File: src/hdl/clock_aging_page_replacer_assert.svh
// Assertion macros shared by the replacer RTL
`ifndef CLOCK_AGING_PAGE_REPLACER_ASSERT_SVH
`define CLOCK_AGING_PAGE_REPLACER_ASSERT_SVH

// Same-cycle implication, off during reset
`define CAPR_ASSERT_NOW(label, ante, cons, msg) \
  label: assert property (@(posedge clk) disable iff (rst) (ante) |-> (cons)) \
    else $error(msg);

// Next-cycle implication, off during reset
`define CAPR_ASSERT_NEXT(label, ante, cons, msg) \
  label: assert property (@(posedge clk) disable iff (rst) (ante) |=> (cons)) \
    else $error(msg);

`endif

File: src/hdl/capr_pkg.sv
`default_nettype none
package capr_pkg;
  localparam int FRAMES    = 64;
  localparam int IDX_W     = 6;
  localparam int CNT_W     = 7;
  localparam int PAGE_BITS = 20;
  localparam int AGE_W     = 32;
  localparam int NBITS_W   = 6;
  localparam int IVL_W     = 10;
  localparam int CFG_W     = 10;

  localparam logic [1:0] REG_FRAMES   = 2'd0;
  localparam logic [1:0] REG_REF_BITS = 2'd1;
  localparam logic [1:0] REG_INTERVAL = 2'd2;

  localparam logic [1:0] OP_NONE  = 2'd0;
  localparam logic [1:0] OP_HIT   = 2'd1;
  localparam logic [1:0] OP_LOAD  = 2'd2;
  localparam logic [1:0] OP_HALVE = 2'd3;

  typedef struct packed {
    logic [PAGE_BITS-1:0] page_id;
    logic                 is_write;
  } in_word_t;

  typedef struct packed {
    logic                 hit;
    logic                 fault;
    logic                 write_back;
    logic [IDX_W-1:0]     frame_used;
    logic [PAGE_BITS-1:0] evicted_page;
    logic                 evicted_valid;
    logic [31:0]          fault_total;
    logic [31:0]          write_back_total;
  } out_word_t;

  // Broadcast from the controller to every frame cell
  typedef struct packed {
    logic                 shift;
    logic [1:0]           op;
    logic [IDX_W-1:0]     sel;
    logic [PAGE_BITS-1:0] page;
    logic                 wr;
    logic [AGE_W-1:0]     top;
    logic [CNT_W-1:0]     count;
  } cell_cmd_t;

  // Status returned by each frame cell
  typedef struct packed {
    logic                 match;
    logic                 valid;
    logic                 active;
    logic                 dirty;
    logic                 zero;
    logic [PAGE_BITS-1:0] tag;
  } cell_stat_t;
endpackage
`default_nettype wire

File: src/hdl/capr_cell.sv
`default_nettype none
module capr_cell import capr_pkg::*; (
  input  wire logic       clk,
  input  wire logic       rst,
  input  wire logic [IDX_W-1:0] idx,
  input  wire cell_cmd_t  cmd,
  output cell_stat_t      stat
);
  logic [PAGE_BITS-1:0] tag;
  logic                 valid;
  logic                 dirty;
  logic [AGE_W-1:0]     age;
  logic                 match;
  logic                 active;
  logic                 sel;

  assign active = {1'b0, idx} < cmd.count;
  assign sel    = cmd.sel == idx;

  // Tag, valid, dirty and registered match; tag needs no reset
  always_ff @(posedge clk) begin
    if (rst) begin
      valid <= 1'b0;
      dirty <= 1'b0;
      match <= 1'b0;
    end else begin
      match <= valid && active && (tag == cmd.page);
      if (sel && cmd.op == OP_HIT && cmd.wr) dirty <= 1'b1;
      if (sel && cmd.op == OP_LOAD) begin
        valid <= 1'b1;
        dirty <= cmd.wr;
      end
    end
    if (sel && cmd.op == OP_LOAD) tag <= cmd.page;
  end

  // Aging register: global shift, hit mark, load, sweep halve
  always_ff @(posedge clk) begin
    if (rst) begin
      age <= '0;
    end else if (cmd.shift) begin
      if (valid && active) age <= age >> 1;
    end else if (sel) begin
      case (cmd.op)
        OP_HIT:   age <= age | cmd.top;
        OP_LOAD:  age <= cmd.top;
        OP_HALVE: age <= age >> 1;
        default:  age <= age;
      endcase
    end
  end

  assign stat.match  = match;
  assign stat.valid  = valid;
  assign stat.active = active;
  assign stat.dirty  = dirty;
  assign stat.zero   = age == '0;
  assign stat.tag    = tag;
endmodule
`default_nettype wire
File: config.mk
export PLATFORM = sky130hd
export DESIGN_NAME = capr_cell
export DESIGN_NICKNAME = d
export VERILOG_FILES = /design/src/hdl/clock_aging_page_replacer_assert.svh /design/src/hdl/capr_pkg.sv /design/src/hdl/capr_cell.sv
export SDC_FILE = /design/constraint.sdc
export NUM_CORES = 1
export LEC_CHECK = 0
export ABC_CLOCK_PERIOD_IN_PS = 3650
export CAP_MARGIN = 40
export CORE_UTILIZATION = 60
export DETAILED_ROUTE_END_ITERATION = 10
export DONT_BUFFER_PORTS = 1
export GPL_TIMING_DRIVEN = 0
export PLACE_DENSITY = 0.86
export SLEW_MARGIN = 10
export SYNTH_ARGS = -nofsm -noshare
export SYNTH_HDL_FRONTEND = slang
export SYNTH_SLANG_ARGS = --single-unit
File: constraint.sdc
create_clock -name clk -period 3.65 [get_ports clk]
set_clock_uncertainty 0.15 [all_clocks]
set_input_delay 0.1825 -clock clk [delete_from_list [all_inputs] [get_ports clk]]
set_output_delay 0.1825 -clock clk [all_outputs]
set_load 0.005 [all_outputs]
## Yosys cells after proc, flatten, opt, wreduce, memory -nomap -nowiden

Cells that the tools add are included.

| cells by class | value |
|---|---|
| magnitude comparators | 1 |
| reduce and logical (&&, ||, !) cells | 10 |
| bitwise operators | 1 |
| equal/unequal tests | 6 |
| multiplexer cells | 6 |

Operators with widths:

| operator | number |
|---|---|
| two-way mux 32 bit | 3 |
| one-hot mux 32 bit (3 select lines) | 1 |
| zero test 32 bit | 1 |
| bitwise OR 32 bit | 1 |
| equality test 20 bit | 1 |
| < comparator 6 x 7 -> 1 bit | 1 |
| equality test 6 bit | 1 |
| logical AND 1 bit | 5 |
| equality test 2 bit (second input constant) | 2 |
| nonzero test 2 bit | 2 |
| nonzero test 4 bit | 1 |
| AND reduction 3 bit | 1 |
| equality test 2 x 1 -> 1 bit (second input constant) | 1 |
| two-way mux 1 bit | 2 |
| != test 2 x 1 -> 1 bit (second input constant) | 1 |

| word-level totals | value |
|---|---|
| bits of input ports | 77 |
| register bits | 55 |
| logic and storage cells | 29 |
| output and inout port bits | 25 |

## Logic depth before layout (Yosys ltp)

| depth | value |
|---|---|
| depth after elaboration | 5 |
| gate-level depth with buffers | 8 |
| gate-level depth less buffers | 7 |

## Worst setup path before layout

No wires, ideal clock.

| path | value |
|---|---|
| path type | input port to flip-flop |
| start point | input port cmd[64] (netlist bit) |
| end point | register tag[0], enable pin |
| data required time | 3075 ps |
| stages | 4 |
| path slack | 1003 ps |
| path buffers | 0 |
| setup time | 425 ps |
| data arrival time | 2073 ps |
| cell sequence | xor2_1 -> nor2_1 -> nand3_1 -> nor3_1 |

| on the way | value |
|---|---|
| word-level cells in the longest chain between the ends | 2 |

RTL lines:

| element | RTL line | text |
|---|---|---|
| start: declaration | capr_cell.sv:6 | `input wire cell_cmd_t cmd,` |
| equality test 6 bit | capr_cell.sv:18 | `assign sel = cmd.sel == idx;` |
| logical AND 1 bit | capr_cell.sv:34 | `if (sel && cmd.op == OP_LOAD) tag <= cmd.page;` |
| end signal: assignment | capr_cell.sv:34 |  |
| end: declaration | capr_cell.sv:9 | `logic [PAGE_BITS-1:0] tag;` |

No other way between the ends.
A chain may end at the register's enable or synchronous reset.

## Worst setup path after layout

| path | value |
|---|---|
| start point | input port cmd[64] (netlist bit) |
| end point | register tag[9], enable pin |

Same word-level chain as after synthesis.

==> flow_metrics.tcl <==
set metrics [dict create \
    drc 0 \
    nNetsFinal 441 \
    p_per_area_nw_per_um2 323 \
    ys_seq_area_share_pct 43.8 \
    die_w_um 72.4 \
    wirelength_um 7760 \
    syn_to_final_growth_pct 13.9 \
    num_vias 2774 \
    drv_cap 0 \
    ys_types 37 \
    drive_above_1_share_pct 7.78 \
    maxSlewHeadroom_pct 43.3 \
    path_cells "xor2_1, nor2_1, nand3_1, nor3_2, buf_6" \
    clk_pin_slew_ns 0.10 \
    cts_max_level 2 \
    clockBufferDepth 2 \
    final_cell_mix "a21oi_1, dfxtp_1, nand3_1, nand2_1, o221ai_1" \
    critical-path-top-delay-family "simple AND/OR/NAND/NOR gates" \
    synth-seq-cells 55 \
    cp_slowest_cell "nor3_2" \
    drtAntennaViolNets 0 \
    required_ns 3.53 \
    vias_per_cell 6.50 \
    endpoint_kind "flip-flop" \
    drv_slew 0 \
    die_area_um2 5240 \
    final.period_utilization_pct 49.6 \
    leakagePower_nw 1.13 \
    worst_pin_slew_ns 0.846 \
    whs_ns 0.0410 \
    cts_tree "built" \
    worstSetupPathType "input port to flip-flop" \
    core_area_um2 4750 \
    placed_area_um2 3070 \
    status "finished, final reports clean" \
    grt_start_max_net_pins 16 \
    io_pins 102 \
    post_cts_buffers 0 \
    final_common_cell "a21oi_1" \
    syn_area_um2 2970 \
    rows 25 \
    synth_nets 410 \
    hold_class "input port to flip-flop" \
    finalWeightedCongestion 0.878 \
    ctsHoldBuffers 23 \
    diodes 0 \
    crit_path_max_fanout 11 \
    period_minus_slack_ns 1.81 \
    grt_usage_pct 29.7 \
    syn_avg_cell_area_um2 9.06 \
    synth_area_leaders "dfxtp_1, edfxtp_1, a21oi_1" \
    netlist_instances 328 \
    antenna_found_initial 0 \
    root_buffer "clkbuf_8" \
    worstSetupStartpointType "input port" \
    first_global_vias 2496 \
    synth_area_leader_cell "dfxtp_1" \
    ys_warn_count 0 \
    port_buffers 0 \
    wl_per_cell_um 18.2 \
    cp_num_buf_inv 1 \
    gr-total-overflow 0 \
    hold_viol 0 \
    die_h_um 72.4 \
    fin_setup_tns_ns 0 \
    clock.fmax_mhz 553 \
    drtPass1Iterations 4 \
    synth_top_area_share_pct 23.6 \
    dpl.hpwl_um 5180 \
    initial_core_util_pct 62.5 \
    cts.sinks 55 \
    grt_pass1_wl_um 12100 \
    slowest_delay_ns 0.68 \
    arrival_ns 1.69 \
    worstSkewPairLatency_ns 0.31 \
    setup-violations-final 0 \
    first_iter_violations 227 \
    cts_resized 0 \
    cts_buffers 5 \
    rsz0062_at_grt "no" \
    ir_drop_mv 0.222 \
    stdcell_area_um2 3380 \
]
[tightest hold or removal path, stage by stage]
cell and delay [ns]:
a21oi_1 0.10, nand2_1 0.06, o221ai_1 0.06, a21oi_1 0.06
[through the flow]
stage               utilization (%)  worst slack, ns  power (mW)  std cells
detailed placement             64.6             1.51       0.754        396
global route                   71.1             1.68        1.13        427
floorplan                         -             1.00       0.733        328
CTS                            71.1             1.84        1.10        427
finish                         71.1             1.84        1.09        427
global placement               64.2            0.386       0.751        395
[worst paths after layout]
check                from  endpoint  slack, ns  cells after the start
setup / recovery  cmd[64]    tag[9]       1.84                      5
hold / removal    cmd[31]   age[24]       0.04                      4
setup reg to reg    valid   age[30]       1.97                      5
hold reg to reg   age[12]   age[12]       0.35                      2
[cell usage after synthesis]
library cell	n
nor4_2	1
ha_1	5
nand2_1	31
nor4b_1	1
buf_4	4
o21ai_1	1
inv_1	6
nand3_1	33
edfxtp_1	20
xnor2_1	8
buf_6	4
dfxtp_1	35
and4b_1	1
mux2i_1	1
o221ai_1	30
buf_2	7
o21ba_2	1
or3_1	1
o311a_1	1
clkbuf_1	15
nand4_1	5
nor2_1	7
o221ai_2	1
o211ai_1	1
o2111a_2	1
a211oi_1	2
o21ai_0	1
o2111ai_1	1
a21oi_2	1
nor4_1	11
a21oi_1	64
nand2b_1	1
o21a_1	1
clkinv_1	1
a21o_1	1
nor3_1	4
xor2_1	19
[cell families (layout without fill, tap and decap cells)]
logic type               Yosys count  after routing  synth area share [%]
adder cells (fa/ha/maj)            5              5                  2.11
XOR/XNOR                          27             27                  7.96
multiplexers                       1              1                 0.337
buffers and inverters             37             69                  6.49
flip-flops                        55             55                  43.8
AO/OA/AOI/OAI                    107            107                  23.4
AND/OR/NAND/NOR                   96             96                  15.9
[report_power, final]
group,internal (mW),switching (mW)
Sequential,0.637,0.00316
Combinational,0.0551,0.0673
Clock,0.135,0.196
[cell type report]
| cell class | count | area, um2 |
|---|---|---|
| fillers | 386 | 1370 |
| flip-flops and latches | 55 | 1300 |
| clock buffers | 7 | 76.3 |
| clock inverters | 1 | 5.00 |
| repair buffers | 24 | 241 |
| inverters | 7 | 26.3 |
| plain buffers | 30 | 166 |
| well taps | 67 | 83.8 |
| multi-input cells | 236 | 1480 |
[state kept, by name (all words and copies together) (netlist names)]
register and count:
age 32, tag 20, match 1, valid 1
dirty 1
[routing by layer]
metal	global-route usage [%]	wire [um]	vias to the layer above
met5	0	0	-
met4	10.5	124	0
met3	6.11	580	11
met2	49.1	3870	141
met1	38.8	3190	1323
li1	-	-	1299
No activity file was read; power rests on OpenSTA's default activity.
